File: src/rtl/rvd_pkg.sv
// Shared types and encodings for the RV64 instruction decoder.
package rvd_pkg;

	// Decoded operation kinds, dense and in fixed order.
	typedef enum logic [6:0] {
		OP_LB, OP_LH, OP_LW, OP_LD, OP_LBU, OP_LHU, OP_LWU, OP_FENCE,
		OP_ADDI, OP_SLLI, OP_SLTI, OP_SLTIU, OP_XORI, OP_ORI, OP_ANDI, OP_SRLI, OP_SRAI,
		OP_AUIPC, OP_ADDIW, OP_SLLIW, OP_SRLIW, OP_SRAIW,
		OP_SB, OP_SH, OP_SW, OP_SD,
		OP_ADD, OP_SUB, OP_MUL, OP_MULH, OP_MULHSU, OP_MULHU, OP_DIV, OP_DIVU,
		OP_REM, OP_REMU,
		OP_SLL, OP_SLT, OP_SLTU, OP_XOR, OP_SRL, OP_SRA, OP_OR, OP_AND,
		OP_LUI, OP_ADDW, OP_SUBW, OP_MULW, OP_DIVW, OP_DIVUW, OP_REMW, OP_REMUW,
		OP_SLLW, OP_SRLW, OP_SRAW,
		OP_BEQ, OP_BNE, OP_BLT, OP_BGE, OP_BLTU, OP_BGEU,
		OP_JALR, OP_JAL, OP_ECALL, OP_EBREAK,
		OP_CSRRW, OP_CSRRS, OP_CSRRC, OP_CSRRWI, OP_CSRRSI, OP_CSRRCI,
		OP_CLW, OP_CLD, OP_CSW, OP_CSD, OP_CJ, OP_CLWSP, OP_CLDSP, OP_CJR, OP_CJALR,
		OP_CSWSP, OP_CSDSP
	} op_kind_t;

	// Major opcodes, instruction bits 6..2
	localparam logic [4:0] OPC_LOAD     = 5'h00;
	localparam logic [4:0] OPC_MISC_MEM = 5'h03;
	localparam logic [4:0] OPC_OP_IMM   = 5'h04;
	localparam logic [4:0] OPC_AUIPC    = 5'h05;
	localparam logic [4:0] OPC_OP_IMM32 = 5'h06;
	localparam logic [4:0] OPC_STORE    = 5'h08;
	localparam logic [4:0] OPC_OP       = 5'h0C;
	localparam logic [4:0] OPC_LUI      = 5'h0D;
	localparam logic [4:0] OPC_OP32     = 5'h0E;
	localparam logic [4:0] OPC_BRANCH   = 5'h18;
	localparam logic [4:0] OPC_JALR     = 5'h19;
	localparam logic [4:0] OPC_JAL      = 5'h1B;
	localparam logic [4:0] OPC_SYSTEM   = 5'h1C;

	// funct7 / funct6 codes
	localparam logic [6:0] F7_BASE = 7'h00;
	localparam logic [6:0] F7_MULDIV = 7'h01;
	localparam logic [6:0] F7_ALT = 7'h20;
	localparam logic [5:0] F6_BASE = 6'h00;
	localparam logic [5:0] F6_ALT = 6'h10;

	// Compressed quadrants
	localparam logic [1:0] CQ0 = 2'd0;
	localparam logic [1:0] CQ1 = 2'd1;
	localparam logic [1:0] CQ2 = 2'd2;

	// Fixed register numbers used by compressed forms
	localparam logic [4:0] REG_RA = 5'd1;
	localparam logic [4:0] REG_SP = 5'd2;

	// One decoded word
	typedef struct packed {
		op_kind_t    op_kind;
		logic [4:0]  dest_reg;
		logic [4:0]  src1_reg;
		logic [4:0]  src2_reg;
		logic [31:0] immediate;
		logic [11:0] csr_address;
		logic        is_compressed;
		logic        is_illegal;
	} rvd_dec_t;

endpackage

File: src/rtl/rvd_if.sv
// Valid/ready channel interfaces for instruction and decoded words.
interface rvd_instr_if;
	logic        valid;
	logic        ready;
	logic [31:0] instruction_word;

	modport source (output valid, output instruction_word, input ready);
	modport sink (input valid, input instruction_word, output ready);
endinterface

interface rvd_res_if;
	logic               valid;
	logic               ready;
	logic [6:0]         op_kind;
	logic [4:0]         dest_reg;
	logic [4:0]         src1_reg;
	logic [4:0]         src2_reg;
	logic signed [31:0] immediate;
	logic [11:0]        csr_address;
	logic               is_compressed;
	logic               is_illegal;

	modport source (output valid, output op_kind, output dest_reg, output src1_reg,
		output src2_reg, output immediate, output csr_address, output is_compressed,
		output is_illegal, input ready);
	modport sink (input valid, input op_kind, input dest_reg, input src1_reg,
		input src2_reg, input immediate, input csr_address, input is_compressed,
		input is_illegal, output ready);
endinterface

File: src/rtl/rvd_decode.sv
// Combinational decode of one 32-bit or 16-bit instruction word.
module rvd_decode (
	input  logic [31:0]      word,
	output rvd_pkg::rvd_dec_t dec
);
	import rvd_pkg::*;

	// legal result with no CSR field
	function automatic rvd_dec_t mk(op_kind_t k, logic [4:0] rd, logic [4:0] rs1,
		logic [4:0] rs2, logic [31:0] imm);
		rvd_dec_t r;
		r.op_kind       = k;
		r.dest_reg      = rd;
		r.src1_reg      = rs1;
		r.src2_reg      = rs2;
		r.immediate     = imm;
		r.csr_address   = '0;
		r.is_compressed = 1'b0;
		r.is_illegal    = 1'b0;
		return r;
	endfunction

	logic [4:0]  opc, rd, rs1, rs2;
	logic [2:0]  f3;
	logic [6:0]  f7;
	logic [5:0]  f6;
	logic [11:0] top;
	logic [31:0] iimm, simm, bimm, uimm, jimm;
	logic [1:0]  cq;
	logic [2:0]  cf3;
	logic [4:0]  rp1, rp2, r1, r2;
	logic [31:0] wofs, dofs, cjofs, lwsp, ldsp, swsp, sdsp;
	logic        compressed;
	rvd_dec_t    raw;

	// field extraction for both formats
	always_comb begin
		opc  = word[6:2];
		f3   = word[14:12];
		f7   = word[31:25];
		f6   = word[31:26];
		rd   = word[11:7];
		rs1  = word[19:15];
		rs2  = word[24:20];
		top  = word[31:20];
		iimm = {{20{word[31]}}, word[31:20]};
		simm = {{20{word[31]}}, word[31:25], word[11:7]};
		bimm = {{19{word[31]}}, word[31], word[7], word[30:25], word[11:8], 1'b0};
		uimm = {word[31:12], 12'b0};
		jimm = {{11{word[31]}}, word[31], word[19:12], word[20], word[30:21], 1'b0};

		cq    = word[1:0];
		cf3   = word[15:13];
		rp1   = {2'b01, word[9:7]};
		rp2   = {2'b01, word[4:2]};
		r1    = word[11:7];
		r2    = word[6:2];
		wofs  = {25'b0, word[5], word[12:10], word[6], 2'b0};
		dofs  = {24'b0, word[6:5], word[12:10], 3'b0};
		cjofs = {{20{word[12]}}, word[12], word[8], word[10:9], word[6], word[7],
			word[2], word[11], word[5:3], 1'b0};
		lwsp  = {24'b0, word[3:2], word[12], word[6:4], 2'b0};
		ldsp  = {23'b0, word[4:2], word[12], word[6:5], 3'b0};
		swsp  = {24'b0, word[8:7], word[12:9], 2'b0};
		sdsp  = {23'b0, word[9:7], word[12:10], 3'b0};

		compressed = (word[1:0] != 2'b11);
	end

	// main decode; raw.is_illegal stays set unless some arm matches
	always_comb begin
		raw = '0;
		raw.is_illegal = 1'b1;
		if (!compressed) begin
			unique case (opc)
				OPC_LOAD: begin
					unique case (f3)
						3'd0: raw = mk(OP_LB, rd, rs1, '0, iimm);
						3'd1: raw = mk(OP_LH, rd, rs1, '0, iimm);
						3'd2: raw = mk(OP_LW, rd, rs1, '0, iimm);
						3'd3: raw = mk(OP_LD, rd, rs1, '0, iimm);
						3'd4: raw = mk(OP_LBU, rd, rs1, '0, iimm);
						3'd5: raw = mk(OP_LHU, rd, rs1, '0, iimm);
						3'd6: raw = mk(OP_LWU, rd, rs1, '0, iimm);
						default: ;
					endcase
				end
				OPC_MISC_MEM: begin
					if (f3 == 3'd0) raw = mk(OP_FENCE, rd, rs1, '0, iimm);
				end
				OPC_OP_IMM: begin
					unique case (f3)
						3'd0: raw = mk(OP_ADDI, rd, rs1, '0, iimm);
						3'd1: if (f6 == F6_BASE) raw = mk(OP_SLLI, rd, rs1, '0, iimm);
						3'd2: raw = mk(OP_SLTI, rd, rs1, '0, iimm);
						3'd3: raw = mk(OP_SLTIU, rd, rs1, '0, iimm);
						3'd4: raw = mk(OP_XORI, rd, rs1, '0, iimm);
						3'd5: begin
							if (f6 == F6_BASE) raw = mk(OP_SRLI, rd, rs1, '0, iimm);
							else if (f6 == F6_ALT) raw = mk(OP_SRAI, rd, rs1, '0, iimm);
						end
						3'd6: raw = mk(OP_ORI, rd, rs1, '0, iimm);
						default: raw = mk(OP_ANDI, rd, rs1, '0, iimm);
					endcase
				end
				OPC_AUIPC: raw = mk(OP_AUIPC, rd, '0, '0, uimm);
				OPC_OP_IMM32: begin
					if (f3 == 3'd0) raw = mk(OP_ADDIW, rd, rs1, '0, iimm);
					else if (f3 == 3'd1 && f7 == F7_BASE) raw = mk(OP_SLLIW, rd, rs1, '0, iimm);
					else if (f3 == 3'd5 && f7 == F7_BASE) raw = mk(OP_SRLIW, rd, rs1, '0, iimm);
					else if (f3 == 3'd5 && f7 == F7_ALT) raw = mk(OP_SRAIW, rd, rs1, '0, iimm);
				end
				OPC_STORE: begin
					unique case (f3)
						3'd0: raw = mk(OP_SB, '0, rs1, rs2, simm);
						3'd1: raw = mk(OP_SH, '0, rs1, rs2, simm);
						3'd2: raw = mk(OP_SW, '0, rs1, rs2, simm);
						3'd3: raw = mk(OP_SD, '0, rs1, rs2, simm);
						default: ;
					endcase
				end
				OPC_OP: begin
					if (f7 == F7_MULDIV) begin
						unique case (f3)
							3'd0: raw = mk(OP_MUL, rd, rs1, rs2, '0);
							3'd1: raw = mk(OP_MULH, rd, rs1, rs2, '0);
							3'd2: raw = mk(OP_MULHSU, rd, rs1, rs2, '0);
							3'd3: raw = mk(OP_MULHU, rd, rs1, rs2, '0);
							3'd4: raw = mk(OP_DIV, rd, rs1, rs2, '0);
							3'd5: raw = mk(OP_DIVU, rd, rs1, rs2, '0);
							3'd6: raw = mk(OP_REM, rd, rs1, rs2, '0);
							default: raw = mk(OP_REMU, rd, rs1, rs2, '0);
						endcase
					end else if (f7 == F7_BASE) begin
						unique case (f3)
							3'd0: raw = mk(OP_ADD, rd, rs1, rs2, '0);
							3'd1: raw = mk(OP_SLL, rd, rs1, rs2, '0);
							3'd2: raw = mk(OP_SLT, rd, rs1, rs2, '0);
							3'd3: raw = mk(OP_SLTU, rd, rs1, rs2, '0);
							3'd4: raw = mk(OP_XOR, rd, rs1, rs2, '0);
							3'd5: raw = mk(OP_SRL, rd, rs1, rs2, '0);
							3'd6: raw = mk(OP_OR, rd, rs1, rs2, '0);
							default: raw = mk(OP_AND, rd, rs1, rs2, '0);
						endcase
					end else if (f7 == F7_ALT && f3 == 3'd0) begin
						raw = mk(OP_SUB, rd, rs1, rs2, '0);
					end else if (f7 == F7_ALT && f3 == 3'd5) begin
						raw = mk(OP_SRA, rd, rs1, rs2, '0);
					end
				end
				OPC_LUI: raw = mk(OP_LUI, rd, '0, '0, uimm);
				OPC_OP32: begin
					if (f7 == F7_MULDIV) begin
						unique case (f3)
							3'd0: raw = mk(OP_MULW, rd, rs1, rs2, '0);
							3'd4: raw = mk(OP_DIVW, rd, rs1, rs2, '0);
							3'd5: raw = mk(OP_DIVUW, rd, rs1, rs2, '0);
							3'd6: raw = mk(OP_REMW, rd, rs1, rs2, '0);
							3'd7: raw = mk(OP_REMUW, rd, rs1, rs2, '0);
							default: ;
						endcase
					end else if (f7 == F7_BASE) begin
						unique case (f3)
							3'd0: raw = mk(OP_ADDW, rd, rs1, rs2, '0);
							3'd1: raw = mk(OP_SLLW, rd, rs1, rs2, '0);
							3'd5: raw = mk(OP_SRLW, rd, rs1, rs2, '0);
							default: ;
						endcase
					end else if (f7 == F7_ALT) begin
						unique case (f3)
							3'd0: raw = mk(OP_SUBW, rd, rs1, rs2, '0);
							3'd5: raw = mk(OP_SRAW, rd, rs1, rs2, '0);
							default: ;
						endcase
					end
				end
				OPC_BRANCH: begin
					unique case (f3)
						3'd0: raw = mk(OP_BEQ, '0, rs1, rs2, bimm);
						3'd1: raw = mk(OP_BNE, '0, rs1, rs2, bimm);
						3'd4: raw = mk(OP_BLT, '0, rs1, rs2, bimm);
						3'd5: raw = mk(OP_BGE, '0, rs1, rs2, bimm);
						3'd6: raw = mk(OP_BLTU, '0, rs1, rs2, bimm);
						3'd7: raw = mk(OP_BGEU, '0, rs1, rs2, bimm);
						default: ;
					endcase
				end
				OPC_JALR: begin
					if (f3 == 3'd0) raw = mk(OP_JALR, rd, rs1, '0, iimm);
				end
				OPC_JAL: raw = mk(OP_JAL, rd, '0, '0, jimm);
				OPC_SYSTEM: begin
					// CSR forms carry rs1 (or the zimm) in the immediate as well
					unique case (f3)
						3'd0: begin
							if (rd == 5'd0 && rs1 == 5'd0 && top == 12'd0)
								raw = mk(OP_ECALL, '0, '0, '0, '0);
							else if (rd == 5'd0 && rs1 == 5'd0 && top == 12'd1)
								raw = mk(OP_EBREAK, '0, '0, '0, '0);
						end
						3'd1: raw = mk(OP_CSRRW, rd, rs1, '0, {27'b0, rs1});
						3'd2: raw = mk(OP_CSRRS, rd, rs1, '0, {27'b0, rs1});
						3'd3: raw = mk(OP_CSRRC, rd, rs1, '0, {27'b0, rs1});
						3'd5: raw = mk(OP_CSRRWI, rd, rs1, '0, {27'b0, rs1});
						3'd6: raw = mk(OP_CSRRSI, rd, rs1, '0, {27'b0, rs1});
						3'd7: raw = mk(OP_CSRRCI, rd, rs1, '0, {27'b0, rs1});
						default: ;
					endcase
					if (f3 != 3'd0 && f3 != 3'd4) raw.csr_address = top;
				end
				default: ;
			endcase
		end else begin
			unique case (cq)
				CQ0: begin
					unique case (cf3)
						3'd2: raw = mk(OP_CLW, rp2, rp1, '0, wofs);
						3'd3: raw = mk(OP_CLD, rp2, rp1, '0, dofs);
						3'd6: raw = mk(OP_CSW, '0, rp1, rp2, wofs);
						3'd7: raw = mk(OP_CSD, '0, rp1, rp2, dofs);
						default: ;
					endcase
				end
				CQ1: begin
					if (cf3 == 3'd5) raw = mk(OP_CJ, '0, '0, '0, cjofs);
				end
				CQ2: begin
					unique case (cf3)
						3'd2: if (r1 != 5'd0) raw = mk(OP_CLWSP, r1, REG_SP, '0, lwsp);
						3'd3: if (r1 != 5'd0) raw = mk(OP_CLDSP, r1, REG_SP, '0, ldsp);
						3'd4: begin
							if (r1 != 5'd0 && r2 == 5'd0) begin
								if (!word[12]) raw = mk(OP_CJR, '0, r1, '0, '0);
								else raw = mk(OP_CJALR, REG_RA, r1, '0, '0);
							end
						end
						3'd6: raw = mk(OP_CSWSP, '0, REG_SP, r2, swsp);
						3'd7: raw = mk(OP_CSDSP, '0, REG_SP, r2, sdsp);
						default: ;
					endcase
				end
				default: ;
			endcase
		end
	end

	// illegal words report all-zero fields
	always_comb begin
		if (raw.is_illegal) begin
			dec = '0;
			dec.is_illegal = 1'b1;
		end else begin
			dec = raw;
		end
		dec.is_compressed = compressed;
	end

endmodule

File: src/rtl/rv64_instruction_decoder.sv
// RV64IMC + Zicsr instruction decoder, top level with input and result registers.
// Usage:
//   instr   : sink channel, one 32-bit instruction word per handshake. A word
//             whose low two bits are not 3 is decoded as a 16-bit compressed
//             instruction in bits 15..0.
//   decoded : source channel, one decoded word per instruction word: kind,
//             register numbers, immediate, CSR address, compressed and
//             illegal flags. Illegal words report zero in every field but the
//             two flags.
// Path: the input register loads at the accepting edge, and the result register
//   loads the combinational decode of that word once the result register is free.
// Throughput: one word per cycle, sustained while the receiver takes words.
// Stall: when decoded.ready is low the result register holds; the input
//   register still takes one more word, after which instr.ready drops until
//   the result is taken. No word is lost or repeated.
// Reset: arst_n clears both stage valid bits; nothing is in flight afterward.
module rv64_instruction_decoder (
	input logic           clk,
	input logic           arst_n,
	rvd_instr_if.sink     instr,
	rvd_res_if.source     decoded
);
	import rvd_pkg::*;

	logic        v_s1, v_s2;
	logic [31:0] word_s1;
	rvd_dec_t    dec_c;
	rvd_dec_t    res_s2;
	logic        s2_free;
	logic        in_fire;

	// handshake control
	assign s2_free     = !v_s2 || decoded.ready;
	assign instr.ready = !v_s1 || s2_free;
	assign in_fire     = instr.valid && instr.ready;

	// stage valid bits
	always_ff @(posedge clk or negedge arst_n) begin
		if (!arst_n) begin
			v_s1 <= 1'b0;
			v_s2 <= 1'b0;
		end else begin
			if (in_fire) v_s1 <= 1'b1;
			else if (s2_free) v_s1 <= 1'b0;
			if (s2_free) v_s2 <= v_s1;
		end
	end

	// input word register
	always_ff @(posedge clk) begin
		if (in_fire) word_s1 <= instr.instruction_word;
	end

	rvd_decode u_decode (
		.word (word_s1),
		.dec  (dec_c)
	);

	// result register
	always_ff @(posedge clk) begin
		if (s2_free && v_s1) res_s2 <= dec_c;
	end

	assign decoded.valid         = v_s2;
	assign decoded.op_kind       = 7'(res_s2.op_kind);
	assign decoded.dest_reg      = res_s2.dest_reg;
	assign decoded.src1_reg      = res_s2.src1_reg;
	assign decoded.src2_reg      = res_s2.src2_reg;
	assign decoded.immediate     = $signed(res_s2.immediate);
	assign decoded.csr_address   = res_s2.csr_address;
	assign decoded.is_compressed = res_s2.is_compressed;
	assign decoded.is_illegal    = res_s2.is_illegal;

endmodule

File: src/flat_wrapper.sv
// flat-port wrapper written by rule: the top's interface ports become plain ports
module rv64_instruction_decoder_flat import rvd_pkg::*;
  (clk, arst_n, instr_valid, instr_instruction_word, instr_ready, decoded_valid, decoded_op_kind, decoded_dest_reg, decoded_src1_reg, decoded_src2_reg, decoded_immediate, decoded_csr_address, decoded_is_compressed, decoded_is_illegal, decoded_ready);
  rvd_instr_if instr_i ();
  rvd_res_if decoded_i ();
  input logic clk;
  input logic arst_n;
  input wire logic [$bits(instr_i.valid)-1:0] instr_valid;
  input wire logic [$bits(instr_i.instruction_word)-1:0] instr_instruction_word;
  output wire logic [$bits(instr_i.ready)-1:0] instr_ready;
  output wire logic [$bits(decoded_i.valid)-1:0] decoded_valid;
  output wire logic [$bits(decoded_i.op_kind)-1:0] decoded_op_kind;
  output wire logic [$bits(decoded_i.dest_reg)-1:0] decoded_dest_reg;
  output wire logic [$bits(decoded_i.src1_reg)-1:0] decoded_src1_reg;
  output wire logic [$bits(decoded_i.src2_reg)-1:0] decoded_src2_reg;
  output wire logic [$bits(decoded_i.immediate)-1:0] decoded_immediate;
  output wire logic [$bits(decoded_i.csr_address)-1:0] decoded_csr_address;
  output wire logic [$bits(decoded_i.is_compressed)-1:0] decoded_is_compressed;
  output wire logic [$bits(decoded_i.is_illegal)-1:0] decoded_is_illegal;
  input wire logic [$bits(decoded_i.ready)-1:0] decoded_ready;
  assign instr_i.valid = instr_valid;
  assign instr_i.instruction_word = instr_instruction_word;
  assign instr_ready = instr_i.ready;
  assign decoded_valid = decoded_i.valid;
  assign decoded_op_kind = decoded_i.op_kind;
  assign decoded_dest_reg = decoded_i.dest_reg;
  assign decoded_src1_reg = decoded_i.src1_reg;
  assign decoded_src2_reg = decoded_i.src2_reg;
  assign decoded_immediate = decoded_i.immediate;
  assign decoded_csr_address = decoded_i.csr_address;
  assign decoded_is_compressed = decoded_i.is_compressed;
  assign decoded_is_illegal = decoded_i.is_illegal;
  assign decoded_i.ready = decoded_ready;
  rv64_instruction_decoder u_core (.clk(clk), .arst_n(arst_n), .instr(instr_i), .decoded(decoded_i));
endmodule
File: config.mk
export PLATFORM = sky130hd
export DESIGN_NAME = rv64_instruction_decoder_flat
export DESIGN_NICKNAME = d
export VERILOG_FILES = /design/src/rtl/rvd_pkg.sv /design/src/rtl/rvd_if.sv /design/src/rtl/rvd_decode.sv /design/src/rtl/rv64_instruction_decoder.sv /design/src/flat_wrapper.sv
export SDC_FILE = /design/constraint.sdc
export NUM_CORES = 1
export LEC_CHECK = 0
export ABC_AREA = 0
export CAP_MARGIN = 10
export CORE_ASPECT_RATIO = 0.8
export CORE_UTILIZATION = 55
export DETAILED_ROUTE_END_ITERATION = 10
export DONT_BUFFER_PORTS = 1
export PLACE_DENSITY = 0.73
export SYNTH_ARGS = -nofsm -noshare
export SYNTH_HDL_FRONTEND = slang
export SYNTH_SLANG_ARGS = --single-unit
File: constraint.sdc
create_clock -name clk -period 2.4 [get_ports clk]
set_input_delay 0.12 -clock clk [delete_from_list [all_inputs] [get_ports clk]]
set_output_delay 0.12 -clock clk [all_outputs]
set_load 0.005 [all_outputs]
==> metrics.md <==
| Metric | Value |
|---|---|
| Synth top area cells | edfxtp_1 (51%), nand2_1 (3.4%), a21o_1 (2.8%) |
| Vias | 5879 |
| Global-route wire length before repair | 31.2 mm |
| Avg Synthesized Cell Area | 10.4 um2 |
| Minimum clock period | 2.37 ns |
| Post-Syn Nets | 601 |
| Clock-pin transition on the worst setup and hold timing paths | 0.07 ns |
| Initial antenna violation count | 0 |
| GRT Total Usage | 37.9% |
| Initial DRC Count | 867 |
| Inserted Clock Buffers | 9 |
| Crit path launch type | flop |
| Synth top cells by count | edfxtp_1 (100), nand2_1 (53), nor2_1 (31), a21oi_1 (28), nand3_1 (26) |
| Mapped cell area | 5870 um2 |
| Worst EP required | 2.60 ns |
| Fin. Hold Viols | 0 |
| Max Used Layer | met4 |
| Pins over their slew limit | 0 |
| Antenna viol nets, final | 0 |
| Most frequent cell after synthesis | edfxtp_1 |
| Netlist cell types | 78 |
| Actual slew at the worst max-slew pin | 0.585 ns |
| HPWL Detailed | 15.0 mm |
| Power per cell area | 567 nW/um2 |
| Clock sink count | 102 |
| Metal3 WL | 2.78 mm |
| Power Total | 4.50 mW |
| Largest net degree at the start of global routing | 69 |
| Pleak | 3.17 nW |
| Max-cap violations | 0 |
| Async set or reset register ratio after synthesis | 1.96% |
| Die Y-Extent | 94.4 um |
| Max H-tree Level | 3 |
| Worst skew pair latency | 0.36 ns |
| Detailed-route DRC error count | 0 |
| Grt ovf | 0 |
| Share of post-route cells with drive strength above 1 | 31.1% |
| Drt pass-1 iters | 6 |
| Setup CP Type | flop to flop |
| WL met2 | 9.26 mm |
| WL final | 21.1 mm |
| IO Pins | 106 |
| Clk Tree Root Cell | clkbuf_16 |
| Wl on met1 | 8.33 mm |
| Nature of the critical path endpoint | flop |
| Die width | 118 um |
| Fin crit share | 98.9% |
| Wire length per cell | 24.4 um |
| Hold_ws | 0.0225 ns |
| P&R area growth vs syn | 35.1% |
| Hold Path Class | input pin to flop |
| Starting Density | 56.9% |
| Final setup fails | 0 |
| CTS Buffer Depth | 2 |
| Status | completed |
| Crit path max fanout | 6 |
| Post-synth EDFFs | 100 |
| Slew HR | 60.9% |
| Die ar. | 11100 um2 |
| Ys flop type | edfxtp_1 |
| Fin nets | 755 |
| Cells after Synth | 565 |
| Port buffer count | 0 |
| Maximum vdd drop | 528 uV |
| ANT cells | 0 |
| Critical Path Max Stage Delay | 0.53 ns |
| Vias per inst | 6.80 |
| Cell Chain, Critical Path | nor3_2 > buf_4 > nand4_1 > buf_4 > or4_1 > and3_1 > o311a_1 > a21oi_2 |
| Register area share after synthesis | 52.0% |
| Fill count | 682 |
| CTS tree | built |
| #FFs+latches synth | 102 |
| CP max-delay cell | or4_1 |
| Synth warn | 0 |
| Share of the synthesized area in the top cell type | 51.1% |
| Unrepaired setup endpoints after global routing | true |
| Number of global-route vias before repair | 5413 |
| Cell mode on critical path | buf_4 |
| Core Area | 10300 um2 |
| Yosys top cell by area | edfxtp_1 |
| Setup Skew | 0.0120 ns |
| Routability-driven placement congestion ratio | 1.03 |
| Site Rows | 33 |
| Fmax | 421 MHz |
| Worst Path Arrival | 2.58 ns |
[placed cells by master, fill, tap and decap left out, types with 4 or more instances in the layout]
cell type,instances
nor2b_1,11
o21ai_0,20
o21ai_1,4
nor2_1,28
or3_1,5
a31oi_1,13
nor3_1,19
inv_1,6
o22ai_1,5
a21o_1,22
nand4_1,7
nand2_1,51
nand2b_1,11
a31o_2,9
or2_2,4
and2_1,6
a22oi_1,5
nand3_1,24
a21oi_1,26
a32o_1,5
a211oi_1,4
clkbuf_16,10
nor4_1,8
a32oi_1,6
a22o_1,4
o211ai_1,4
buf_6,4
edfxtp_1,100
and3_1,22
buf_4,138
dlygate4sd3_1,36
[stage by stage]
stage	TNS (ns)	setup slack (ns)	utilization, %	instance area (um2)	cells
after floorplan	0	0.173	-	5870	565
after global placement	-1.34	-0.163	66.3	6850	793
after detailed placement	-1.75	-0.141	66.3	6850	793
after CTS	-0.00383	-0.00207	73.5	7580	845
after global routing	-0.422	-0.0589	76.8	7930	864
final	0	0.0253	76.8	7930	864
[power breakdown]
part           switching, mW  internal [mW]
Clock                  0.684          0.856
Combinational          0.433          0.324
Sequential             0.101           2.10
Total                   1.22           3.28
[critical path, delay by kind of cell, from the launching register on]
kind	cells	cell delay, ns
flops	1	0.46
simple gates	4	1.09
compound gates	2	0.30
buf+inv	2	0.37
[layout make-up]
cell class              instances  area (um2)  area share (%)
clock inverters                 6        75.1           0.947
inverters                      10        37.5           0.473
flip-flops and latches        102        3050            38.5
well taps                     140         175            2.21
repair buffers                183        1540            19.4
multi-input cells             413        2810            35.4
clock buffers                  10         239            3.01
[kinds of logic after synthesis]
| family | after synthesis | share of synthesized area [%] |
|---|---|---|
| xor gates and xnor gates | 3 | 0.448 |
| buffers and inverters | 51 | 4.26 |
| muxes | 1 | 0.170 |
| and+or+nand+nor | 235 | 21.8 |
| AOI/OAI and AO/OA | 173 | 21.4 |
| DFF | 102 | 52.0 |
[repair_timing]
item                       4_1_cts  5_1_grt
hold buffers                    36        0
setup endpoints to repair       37       34
cloned                           0        2
hold endpoints to repair        36        0
resized for setup               12       35
setup buffers                    0       17
pin swaps                        1        8
[routing by layer]
layer	up-vias	track usage, %
li1	2517	-
met1	2752	50.7
met2	509	59.2
met3	101	11.1
met4	0	13.8
met5	-	0
[final timing paths]
| kind | from | endpoint | slack (ns) | cells past startpoint |
|---|---|---|---|---|
| max | u_core.word_s1[29] | u_core.decoded.op_kind[1] | 0.03 | 8 |
| min | decoded_ready | u_core.v_s1 | 0.02 | 2 |
| max reg2reg | u_core.word_s1[29] | u_core.decoded.op_kind[1] | 0.03 | 8 |
| min reg2reg | u_core.v_s1 | u_core.decoded.valid | 0.54 | 1 |
| max in group asynchronous | arst_n | u_core.v_s1 | 1.76 | 2 |
| min in group asynchronous | arst_n | u_core.decoded.valid | 0.52 | 2 |
Note: power is estimated with default switching activity, not from simulation.
